===== src/hdl/tidrt_pkg.sv =====
`timescale 1ns / 1ps

package tidrt_pkg;

  localparam int TABLE_DEPTH = 16;
  localparam int IDX_W       = $clog2(TABLE_DEPTH);
  localparam int ID_W        = 5;
  // wide enough for both a mapped ID and TABLE_DEPTH itself
  localparam int CMP_W       = (ID_W > IDX_W + 1) ? ID_W : IDX_W + 1;
  localparam int LIFE_W      = 16;
  localparam int TIME_W      = 32;

  localparam logic [LIFE_W-1:0] LIFETIME_RESET = LIFE_W'(10);

  typedef enum logic [1:0] {
    CMD_ALLOC   = 2'd0,
    CMD_RESOLVE = 2'd1,
    CMD_TICK    = 2'd2
  } cmd_e;

  typedef enum logic [2:0] {
    ST_ALLOC    = 3'd0,
    ST_FULL     = 3'd1,
    ST_RESOLVED = 3'd2,
    ST_TICK     = 3'd3,
    ST_BAD      = 3'd4
  } status_e;

  typedef struct packed {
    logic [15:0] orig_id;
    logic [31:0] ip;
    logic [15:0] port;
  } entry_data_t;

  typedef struct packed {
    logic              done;
    logic [TIME_W-1:0] expiry;
  } entry_stat_t;

  typedef struct packed {
    logic [1:0]      cmd;
    logic [15:0]     orig_id;
    logic [31:0]     client_ip;
    logic [15:0]     client_port;
    logic [ID_W-1:0] mapped_id;
  } in_item_t;

  typedef struct packed {
    status_e         status;
    logic [ID_W-1:0] new_id;
    logic [15:0]     found_orig_id;
    logic [31:0]     found_ip;
    logic [15:0]     found_port;
  } res_item_t;

endpackage


===== src/hdl/tidrt_ram.sv =====
`timescale 1ns / 1ps

module tidrt_ram #(
  parameter int WIDTH = 8,
  parameter int DEPTH = 16
) (
  input  logic                     clk_i,
  input  logic                     we_i,
  input  logic [$clog2(DEPTH)-1:0] waddr_i,
  input  logic [WIDTH-1:0]         wdata_i,
  input  logic [$clog2(DEPTH)-1:0] raddr_i,
  output logic [WIDTH-1:0]         rdata_o
);

  logic [WIDTH-1:0] mem [DEPTH];

  always_ff @(posedge clk_i) begin
    if (we_i) begin
      mem[waddr_i] <= wdata_i;
    end
    rdata_o <= mem[raddr_i];
  end

endmodule


===== src/hdl/tidrt_engine.sv =====
`timescale 1ns / 1ps

module tidrt_engine (
  input  logic                                clk_i,
  input  logic                                rst_ni,
  input  logic                                in_valid_i,
  output logic                                in_ready_o,
  input  tidrt_pkg::in_item_t                 in_item_i,
  input  logic [tidrt_pkg::TIME_W-1:0]        now_i,
  input  logic [tidrt_pkg::LIFE_W-1:0]        lifetime_i,
  output logic                                tick_o,
  output logic                                out_valid_o,
  input  logic                                out_ready_i,
  output tidrt_pkg::res_item_t                out_item_o
);

  import tidrt_pkg::*;

  typedef enum logic [1:0] {
    S_IDLE,
    S_SCAN,
    S_RES_RD,
    S_RESULT
  } state_e;

  state_e            state_q;
  in_item_t          item_q;
  logic [IDX_W-1:0]  rd_idx_q;
  logic [TABLE_DEPTH-1:0] written_q;
  res_item_t         res_q;
  res_item_t         out_q;
  logic              out_valid_q;
  logic              tick_q;

  entry_data_t       data_rdata, data_wdata;
  entry_stat_t       stat_rdata, stat_wdata;
  logic              data_we, stat_we;
  logic [IDX_W-1:0]  raddr;

  logic              accept;
  logic              slot_free;
  logic              map_ok;
  logic [CMP_W-1:0]  mid_wide, mid_m1, id_wide;
  logic [IDX_W-1:0]  mid_idx;
  logic [TIME_W-1:0] expiry_new;

  assign accept     = in_valid_i && (state_q == S_IDLE);
  assign in_ready_o = (state_q == S_IDLE);

  assign mid_wide = CMP_W'(in_item_i.mapped_id);
  assign mid_m1   = mid_wide - CMP_W'(1);
  assign mid_idx  = mid_m1[IDX_W-1:0];
  assign map_ok   = (mid_wide != '0) && (mid_wide <= CMP_W'(TABLE_DEPTH));
  assign id_wide  = CMP_W'(rd_idx_q) + CMP_W'(1);

  // never-written entries read as reset contents: free, zero payload
  assign slot_free = !written_q[rd_idx_q] || stat_rdata.done ||
                     ((stat_rdata.expiry != '0) && (stat_rdata.expiry <= now_i));
  assign expiry_new = now_i + TIME_W'(lifetime_i);

  always_comb begin
    raddr      = rd_idx_q + IDX_W'(1);
    data_we    = 1'b0;
    stat_we    = 1'b0;
    data_wdata = '{orig_id: item_q.orig_id, ip: item_q.client_ip,
                   port: item_q.client_port};
    stat_wdata = '{done: 1'b0, expiry: expiry_new};
    unique case (state_q)
      S_IDLE: begin
        raddr = (in_item_i.cmd == CMD_RESOLVE) ? mid_idx : '0;
      end
      S_SCAN: begin
        data_we = slot_free;
        stat_we = slot_free;
      end
      S_RES_RD: begin
        // read-modify-write: set done, keep expiry
        stat_we    = written_q[rd_idx_q];
        stat_wdata = '{done: 1'b1, expiry: stat_rdata.expiry};
      end
      S_RESULT: begin
      end
      default: begin
      end
    endcase
  end

  tidrt_ram #(
    .WIDTH($bits(entry_data_t)),
    .DEPTH(TABLE_DEPTH)
  ) u_data_ram (
    .clk_i  (clk_i),
    .we_i   (data_we),
    .waddr_i(rd_idx_q),
    .wdata_i(data_wdata),
    .raddr_i(raddr),
    .rdata_o(data_rdata)
  );

  tidrt_ram #(
    .WIDTH($bits(entry_stat_t)),
    .DEPTH(TABLE_DEPTH)
  ) u_stat_ram (
    .clk_i  (clk_i),
    .we_i   (stat_we),
    .waddr_i(rd_idx_q),
    .wdata_i(stat_wdata),
    .raddr_i(raddr),
    .rdata_o(stat_rdata)
  );

  always_ff @(posedge clk_i or negedge rst_ni) begin
    if (!rst_ni) begin
      state_q     <= S_IDLE;
      item_q      <= '0;
      rd_idx_q    <= '0;
      written_q   <= '0;
      res_q       <= '0;
      out_q       <= '0;
      out_valid_q <= 1'b0;
      tick_q      <= 1'b0;
    end else begin
      tick_q <= 1'b0;
      if (out_valid_q && out_ready_i) begin
        out_valid_q <= 1'b0;
      end
      unique case (state_q)
        S_IDLE: begin
          if (accept) begin
            item_q <= in_item_i;
            res_q  <= '{status: ST_BAD, default: '0};
            priority if (in_item_i.cmd == CMD_ALLOC) begin
              rd_idx_q <= '0;
              state_q  <= S_SCAN;
            end else if (in_item_i.cmd == CMD_RESOLVE && map_ok) begin
              rd_idx_q <= mid_idx;
              state_q  <= S_RES_RD;
            end else if (in_item_i.cmd == CMD_TICK) begin
              tick_q       <= 1'b1;
              res_q.status <= ST_TICK;
              state_q      <= S_RESULT;
            end else begin
              state_q <= S_RESULT;
            end
          end
        end
        S_SCAN: begin
          priority if (slot_free) begin
            written_q[rd_idx_q] <= 1'b1;
            res_q.status        <= ST_ALLOC;
            res_q.new_id        <= id_wide[ID_W-1:0];
            state_q             <= S_RESULT;
          end else if (rd_idx_q == IDX_W'(TABLE_DEPTH - 1)) begin
            res_q.status <= ST_FULL;
            state_q      <= S_RESULT;
          end else begin
            rd_idx_q <= rd_idx_q + IDX_W'(1);
          end
        end
        S_RES_RD: begin
          res_q.status <= ST_RESOLVED;
          if (written_q[rd_idx_q]) begin
            res_q.found_orig_id <= data_rdata.orig_id;
            res_q.found_ip      <= data_rdata.ip;
            res_q.found_port    <= data_rdata.port;
          end
          state_q <= S_RESULT;
        end
        S_RESULT: begin
          if (!out_valid_q || out_ready_i) begin
            out_q       <= res_q;
            out_valid_q <= 1'b1;
            state_q     <= S_IDLE;
          end
        end
        default: begin
          state_q <= S_IDLE;
        end
      endcase
    end
  end

  assign out_valid_o = out_valid_q;
  assign out_item_o  = out_q;
  assign tick_o      = tick_q;

endmodule


===== src/hdl/transaction_id_remap_table_top.sv =====
`timescale 1ns / 1ps
// Flow: an allocate scans from entry 0 to the first free entry k (0..15), or to the last
//   entry of a full table; a resolve reads its entry; tick and bad commands need no read.
// Throughput: one transaction at a time, one table entry examined per cycle by the scan
//   over the status memory.
// Reset: asynchronous, active low; all entries free, time counter 0, lifetime 10. The
//   entry memories are not cleared: a valid bit per entry stands in for their reset value.

module transaction_id_remap_table_top (
  input  logic        clk_i,
  input  logic        rst_ni,
  // lifetime register
  input  logic        cfg_we_i,
  input  logic [15:0] cfg_wdata_i,
  // request stream
  input  logic        s_axis_tvalid,
  output logic        s_axis_tready,
  input  logic [71:0] s_axis_tdata,   // orig_id[15:0], client_ip[47:16],
                                      // client_port[63:48], mapped_id[68:64], zero pad
  input  logic [1:0]  s_axis_tuser,   // cmd[1:0]
  // result stream
  output logic        m_axis_tvalid,
  input  logic        m_axis_tready,
  output logic [71:0] m_axis_tdata,   // new_id[4:0], found_orig_id[20:5],
                                      // found_ip[52:21], found_port[68:53], zero pad
  output logic [2:0]  m_axis_tuser    // status[2:0]
);

  import tidrt_pkg::*;

  logic [LIFE_W-1:0] lifetime_q;
  logic [TIME_W-1:0] now_q;
  logic              tick;
  in_item_t          in_item;
  res_item_t         res_item;

  // lifetime register and tick counter, advanced on each tick command (wraps mod 2^32)
  always_ff @(posedge clk_i or negedge rst_ni) begin
    if (!rst_ni) begin
      lifetime_q <= LIFETIME_RESET;
      now_q      <= '0;
    end else begin
      if (cfg_we_i) begin
        lifetime_q <= cfg_wdata_i;
      end
      if (tick) begin
        now_q <= now_q + TIME_W'(1);
      end
    end
  end

  assign in_item.cmd         = s_axis_tuser;
  assign in_item.orig_id     = s_axis_tdata[15:0];
  assign in_item.client_ip   = s_axis_tdata[47:16];
  assign in_item.client_port = s_axis_tdata[63:48];
  assign in_item.mapped_id   = s_axis_tdata[68:64];

  tidrt_engine u_engine (
    .clk_i      (clk_i),
    .rst_ni     (rst_ni),
    .in_valid_i (s_axis_tvalid),
    .in_ready_o (s_axis_tready),
    .in_item_i  (in_item),
    .now_i      (now_q),
    .lifetime_i (lifetime_q),
    .tick_o     (tick),
    .out_valid_o(m_axis_tvalid),
    .out_ready_i(m_axis_tready),
    .out_item_o (res_item)
  );

  assign m_axis_tuser = res_item.status;
  assign m_axis_tdata = {3'b000, res_item.found_port, res_item.found_ip,
                         res_item.found_orig_id, res_item.new_id};

endmodule


===== config.mk =====
export PLATFORM = sky130hd
export DESIGN_NAME = transaction_id_remap_table_top
export DESIGN_NICKNAME = d
export VERILOG_FILES = /design/src/hdl/tidrt_pkg.sv /design/src/hdl/tidrt_ram.sv /design/src/hdl/tidrt_engine.sv /design/src/hdl/transaction_id_remap_table_top.sv
export SDC_FILE = /design/constraint.sdc
export NUM_CORES = 2
export LEC_CHECK = 0
export ABC_AREA = 0
export BUFFER_PORTS_ARGS = -buffer_cell sky130_fd_sc_hd__buf_2
export CORE_MARGIN = 10
export CORE_UTILIZATION = 40
export CTS_BUF_LIST = sky130_fd_sc_hd__clkbuf_8
export DETAILED_ROUTE_END_ITERATION = 12
export HOLD_SLACK_MARGIN = 0.02
export PLACE_DENSITY = 0.59
export SLEW_MARGIN = 20
export SYNTH_ARGS = -nofsm -noshare
export SYNTH_HDL_FRONTEND = slang
export SYNTH_HIERARCHICAL = 1
export SYNTH_SLANG_ARGS = --single-unit

===== constraint.sdc =====
create_clock -name clk_i -period 13.41 [get_ports clk_i]
set_clock_uncertainty 0.2 [all_clocks]
set_input_delay 0 -clock clk_i [delete_from_list [all_inputs] [get_ports clk_i]]
set_output_delay 0 -clock clk_i [all_outputs]
set_load 0.1 [all_outputs]

* After elaboration in Yosys (flattened, before gate mapping)
Memories as Yosys holds them, arrays and structs flattened. A register that Yosys moved wholly into a read port is not among the register bits. Index checks and enable logic that the tools add are counted.
Cells by class: add/subtract/negate cells 5, multipliers 0, div/mod/pow operators 0, magnitude comparators 4, eq/ne operators 14, shift-type cells 0, multiplexer cells 45, bitwise gates (word level) 1, reduce and logical (&&, ||, !) cells 26
Operators by type and width (count):
- 64-bit one-hot mux with 2 select lines | 1
- 72-bit two-way mux | 1
- 64-bit two-way mux | 1
- 33-bit two-way mux | 1
- 32-bit by 1-bit adder with 32-bit output (second input constant) | 1
- 32-bit by 16-bit adder with 32-bit output | 1
- 32-bit <= comparator | 1
- 32-bit nonzero test | 1
- 4-bit two-way mux | 7
- 1-bit two-way mux | 16
- 16-bit OR | 1
- 3-bit two-way mux | 5
- 3-bit AND reduction | 4
- 2-bit two-way mux | 5
- 5-bit one-hot mux with 2 select lines | 1
- 3-bit one-hot mux with 3 select lines | 1
- 2-bit by 1-bit inequality test with 1-bit output (second input constant) | 4
- 2-bit one-hot mux with 4 select lines | 1
- 4-bit one-hot mux with 2 select lines | 1
- 2-bit == test (second input constant) | 3
- 1-bit logical AND | 6
- 3-bit by 1-bit inequality test with 1-bit output (second input constant) | 2
- 2-bit AND reduction | 3
- 4-bit by 1-bit adder with 5-bit output (second input constant) | 1
- 19 further kinds | 26
Word-level totals: bits in registers 280, latch bits 0, memory bits (writable) 1552, memory bits (read-only) 0, input port bits 95, word-level logic and storage cells 117, memories kept 2
Memories:
- u_engine.u_data_ram.mem | depth 16, width 64, read ports 1, clocked after Yosys merged registers in 1, wr ports 1, line tidrt_ram.sv:15 | logic [WIDTH-1:0] mem [DEPTH];
- u_engine.u_stat_ram.mem | depth 16, width 33, read ports 1, clocked after Yosys merged registers in 1, wr ports 1, line tidrt_ram.sv:15

* Longest topological paths before layout
word-level depth 8, depth in mapped cells 12, gate-level depth less buffers 11

* By module
The synthesis kept the hierarchy.
By module, submodules not included:
- tidrt_ram at u_engine.u_data_ram | instances 1, cells an instance 1647, area an instance 39581.7 um2, sequential area each 32030.7 um2
- tidrt_ram at u_engine.u_stat_ram | instances 1, cells an instance 864, area an instance 20631.0 um2, sequential area each 16515.8 um2
- tidrt_engine | instances 1, cells an instance 1108, area an instance 11776.3 um2, sequential area each 5805.6 um2
- transaction_id_remap_table_top | instances 1, cells an instance 167, area an instance 2134.5 um2, sequential area each 1203.7 um2

* Least setup slack after synthesis
Ideal clock, no wire load.
kind reg-to-reg, start reg u_engine.rd_idx_q[0], end mem u_engine/u_data_ram/mem[0][0] (netlist bit) (enable), arrival time 7122 ps, data required time 12645 ps, slack 5524 ps, stages on the path, launching flop included 11, path buffers 2, period minus slack after synthesis 7886 ps, cell sequence dfrtp_1 > buf_2 > mux4_2 > a22oi_2 > nand2_1 > nand3b_1 > a31oi_2 > nor2_2 > buf_4 > or3b_2 > nor3_1
On the way: word-level cells in the longest chain between the ends 8
RTL lines:
- from (decl) | line tidrt_engine.sv:28 | logic [IDX_W-1:0] rd_idx_q;
- from (signal assigned) | line tidrt_engine.sv:136 | rd_idx_q <= mid_idx;
- from (signal assigned) | line tidrt_engine.sv:157 | rd_idx_q <= rd_idx_q + IDX_W'(1);
- 1-bit binary-select mux with 4-bit select | line tidrt_engine.sv:57 | assign slot_free = !written_q[rd_idx_q] || stat_rdata.done ||
- 1-bit two-way mux (implied by the code) | line tidrt_engine.sv:57
- 1-bit zero test | line tidrt_engine.sv:57
- 1-bit logical OR (2 in a row) | line tidrt_engine.sv:57
- 1-bit two-way mux | line tidrt_engine.sv:68 | unique case (state_q)
- named net u_engine.data_we | line tidrt_engine.sv:37 | logic data_we, stat_we;
- 1-bit two-way mux | line tidrt_ram.sv:18 | if (we_i) begin
- 1-bit two-way mux (implied by the code) | line tidrt_ram.sv:19 | mem[waddr_i] <= wdata_i;
- to (decl) | line tidrt_ram.sv:15
The timed path passes the listed nets, and every way through them passes these cells. The select of a mux whose other input is x is not followed.

* Final worst setup path
start reg now_q[1], end mem u_engine/u_data_ram/mem[3][41] (netlist bit) (enable)
On the way: word-level cells in the longest chain between the ends 6
RTL lines:
- from (decl) | line transaction_id_remap_table_top.sv:32 | logic [TIME_W-1:0] now_q;
- from (signal assigned) | line transaction_id_remap_table_top.sv:47 | now_q <= now_q + TIME_W'(1);
- 32-bit <= comparator | line tidrt_engine.sv:58 | ((stat_rdata.expiry != '0) && (stat_rdata.expiry <= now_i));
- 1-bit logical AND | line tidrt_engine.sv:58
- 1-bit logical OR | line tidrt_engine.sv:57
- 1-bit two-way mux | line tidrt_engine.sv:68
- 1-bit two-way mux | line tidrt_ram.sv:18
- 1-bit two-way mux (implied by the code) | line tidrt_ram.sv:19
Every way passes these cells.

==> flow_metrics.env <==
export IMPL_swShare_pct=33.5
export IMPL_crit_required_ps=13810
export IMPL_p_per_area_mw_per_mm2=231
export IMPL_hold_slack_ps=134
export IMPL_netSwitchingPower_uw=6720
export IMPL_cp_top_family="simple AND/OR/NAND/NOR gates"
export IMPL_dieArea_mm2=0.203
export IMPL_via_per_inst=5.30
export IMPL_cts_buffers=329
export IMPL_clock_path_buffers=4
export IMPL_rsz0062_at_grt="false"
export IMPL_drv_slew=0
export IMPL_start_util_pct=40.4
export IMPL_tns_ps=0
export IMPL_dp_hpwl_mm=92.7
export IMPL_critPathBufInv=2
export IMPL_drtAntennaViolNets=0
export IMPL_peakVddDrop_mv=0.290
export IMPL_final_nets=4617
export IMPL_gp_congestion=0.823
export IMPL_die_y_um=450
export IMPL_finalCritPeriodShare_pct=45.1
export IMPL_setup_viol=0
export IMPL_instances_no_fill=7183
export IMPL_overflow=0
export IMPL_syn2layout_area_growth_pct=17.3
export IMPL_grt_pass1_wl_mm=262
export IMPL_htreeDepth=5
export IMPL_grt_pass1_vias=41100
export IMPL_fillers=15500
export IMPL_tightest_slew_ps=1110
export IMPL_clock_latency_ps=1020
export IMPL_worstSetupPathType="register to register"
export IMPL_synth_cell_type_count=80
export IMPL_power_frac_comb_pct=32.8
export IMPL_worstSetupStartpointType="register"
export IMPL_status="completed"
export IMPL_gr_usage_all_layers_pct=16.9
export IMPL_synth_top_cell_by_area="edfxtp_1"
export IMPL_leakage_uw=0.0303
export IMPL_grt_max_degree=140
export IMPL_min_period_ps=6050
export IMPL_root_buffer="clkbuf_8"
export IMPL_yosysTopAreaCellShare_pct=62.9
export IMPL_drcViolationCount=0
export IMPL_cts_tree="done"
export IMPL_end_kind="register"
export IMPL_antenna_found_initial=2
export IMPL_yosysWarnings=6
export IMPL_num_io_pins=172
export IMPL_netlist_top_cells_area="edfxtp_1 63%, mux4_2 11%, dfrtp_1 9.4%, dfxtp_1 2.6%, mux2_2 2.3%"
export IMPL_detail_route_first_pass_iterations=5
export IMPL_max_slew_margin_pct=26.0
export IMPL_path_clk_slew_ps=60
export IMPL_cts_repair_resized=0
export IMPL_final_area_mm2=0.0869
export IMPL_ys_seq_area_share_pct=75.0
export IMPL_routed_wl_mm=173
export IMPL_core_region_area_mm2=0.184
export IMPL_post_drt_wl_per_cell_um=24.1
export IMPL_yosysMostFrequentCell="edfxtp_1"
export IMPL_rows=157
export IMPL_netlist_top_cells_count="1552 x edfxtp_1, 373 x mux4_2, 285 x nand2_1"
export IMPL_worstPathMaxFanout=39
export IMPL_cpMaxStageDelayCell="nor2_4"
export IMPL_critical_path_max_stage_delay_ps=870
export IMPL_ys_ff_latch=1929
export IMPL_syn_inst=3786
export IMPL_p_seq_share_pct=43.0
export IMPL_synth_edf_count=1552
export IMPL_ys_async_sr_fraction_pct=14.5
export IMPL_portBuffers=165
export IMPL_hold_path_class="input port to register"
export IMPL_p_int_uw=13300
export IMPL_finalHoldViolations=0
export IMPL_ys_flop_type="edfxtp_1"
export IMPL_detail_route_iter0_violations=2761
export IMPL_route_vias_total=38100
export IMPL_dp_cells=6324
export IMPL_syn_cell_area_mm2=0.0741
export IMPL_cp_arrival_ps=6440
export IMPL_clkPwrFrac_pct=24.3
export IMPL_drive_above_1_share_pct=27.2
export IMPL_fmax_mhz=165
export IMPL_path_cells="inv_1, ha_1, nor2b_1, o211ai_1, a2111oi_0, o31ai_1, a31oi_2, nor2_2, or3b_2, nor2_4, buf_4"
export IMPL_max_cap_violations=0
export IMPL_die_width_um=450
export IMPL_dpl_cell_area_mm2=0.0781
export IMPL_synth_area_per_cell_um2=19.6
export IMPL_clock_sinks=1929
==> repair_timing <==
action                     in CTS  in global routing
hold endpoints to repair      407                  0
hold buffers                  270                  0
setup buffers                   0                  0
setup endpoints to repair       0                  0
==> flip-flops by register name (all words and copies together) (netlist names), 2 cells and up <==
name / cells
u_engine/written_q: 16
lifetime_q: 16
u_engine/res_q: 72
u_engine/out_item_o: 72
u_engine/u_data_ram/rdata_o: 64
u_engine/rd_idx_q: 4
now_q: 32
u_engine/u_data_ram/mem: 1024
u_engine/state_q: 2
u_engine/u_stat_ram/mem: 528
u_engine/data_wdata: 64
u_engine/u_stat_ram/rdata_o: 33
==> placed cells by master (no fill, tap or decap), types with 8 or more instances in the layout <==
cell / netlist / routed
o21ai_1: 35 / 35
a21oi_1: 35 / 35
nor3_1: 33 / 25
nor2_4: 0 / 26
clkinvlp_4: 0 / 9
o21ai_0: 56 / 56
xor2_1: 9 / 9
dlygate4sd3_1: 0 / 269
inv_1: 55 / 179
a31o_1: 9 / 9
nor4_1: 10 / 10
nor2b_1: 15 / 11
clkinv_1: 1 / 57
nand3_1: 29 / 29
a21o_1: 11 / 11
and3_1: 11 / 11
ha_1: 59 / 58
mux4_1: 19 / 19
a311oi_1: 9 / 9
a31oi_1: 11 / 11
nand2_1: 285 / 283
nand2b_1: 10 / 10
mux2_2: 154 / 154
xnor2_1: 42 / 42
dfrtp_1: 278 / 278
mux4_2: 373 / 373
a31o_2: 8 / 8
a22oi_1: 194 / 194
buf_2: 34 / 164
nand4_1: 24 / 24
nor2_1: 58 / 32
clkbuf_8: 0 / 357
dfxtp_1: 97 / 97
nor3_2: 2 / 10
edfxtp_1: 1552 / 1552
buf_4: 11 / 101
clkinv_2: 0 / 31
==> power groups by stage <==
stage	registers (uW)	clock network (uW)	logic [uW]
after floorplan	8770	0	4530
after detailed placement	8760	0	6440
after CTS	8640	5020	6670
final	8620	4870	6580
after global placement	8710	0	6400
after global routing	8740	5310	7100
==> final timing paths <==
check | startpoint | to | slack (ps) | cells past startpoint
setup / recovery | now_q[1] | u_engine/u_data_ram/mem[3][41] | 7360 | 11
hold / removal | s_axis_tdata[63] | u_engine/data_wdata[15] | 130 | 4
setup reg to reg | now_q[1] | u_engine/u_data_ram/mem[3][41] | 7360 | 11
hold reg to reg | u_engine/u_data_ram/rdata_o[41] | u_engine/res_q[41] | 190 | 2
max in group asynchronous | rst_ni | u_engine/written_q[1] | 10840 | 6
min in group asynchronous | rst_ni | u_engine/res_q[41] | 520 | 5
==> cell type report <==
type / instances / area [um2] / area share, %
diodes: 1 / 2.50 / 0.00288
clock buffers: 357 / 4910 / 5.65
clock inverters: 230 / 1150 / 1.32
inverters: 56 / 210 / 0.242
multi-input cells: 1606 / 17600 / 20.3
flip-flops and latches: 1929 / 55600 / 63.9
well taps: 2464 / 3080 / 3.55
repair buffers: 540 / 4400 / 5.06
==> cells by family (layout without fill, tap and decap cells) <==
logic type | count (synthesis) | count (layout) | synth area share, %
AOI/OAI and AO/OA | 422 | 422 | 3.97
xor gates and xnor gates | 51 | 51 | 0.603
adders and majority gates | 60 | 60 | 1.02
buffers and inverters | 253 | 1183 | 1.72
DFF | 1929 | 1929 | 75.0
muxes | 555 | 555 | 14.5
other | 1 | 4 | 0.00506
and+or+nand+nor | 515 | 515 | 3.25
==> worst min-delay path: stages <==
cell           delay, ps
dlygate4sd3_1        520
buf_2                100
dlygate4sd3_1        540
mux2_2               140
==> per-stage QoR <==
stage | setup WS [ps] | power [uW] | util (%)
after floorplan | 5520 | 13300 | -
after global placement | 7310 | 15100 | 42.5
after detailed placement | 7350 | 15200 | 42.5
after CTS | 7300 | 20300 | 47.3
after global routing | 7070 | 21100 | 47.3
final | 7360 | 20100 | 47.3
==> metal layers <==
metal,global-route usage [%],wire [um],up-vias,part of all wire (%)
met1,21.4,71200,20100,41
met2,29.5,89400,1015,52
met4,5.57,4770,0,2.7
li1,-,-,16700,-
met3,2.98,8070,288,4.7
met5,0,0,-,0
Note: power is estimated with default switching activity, not from simulation.
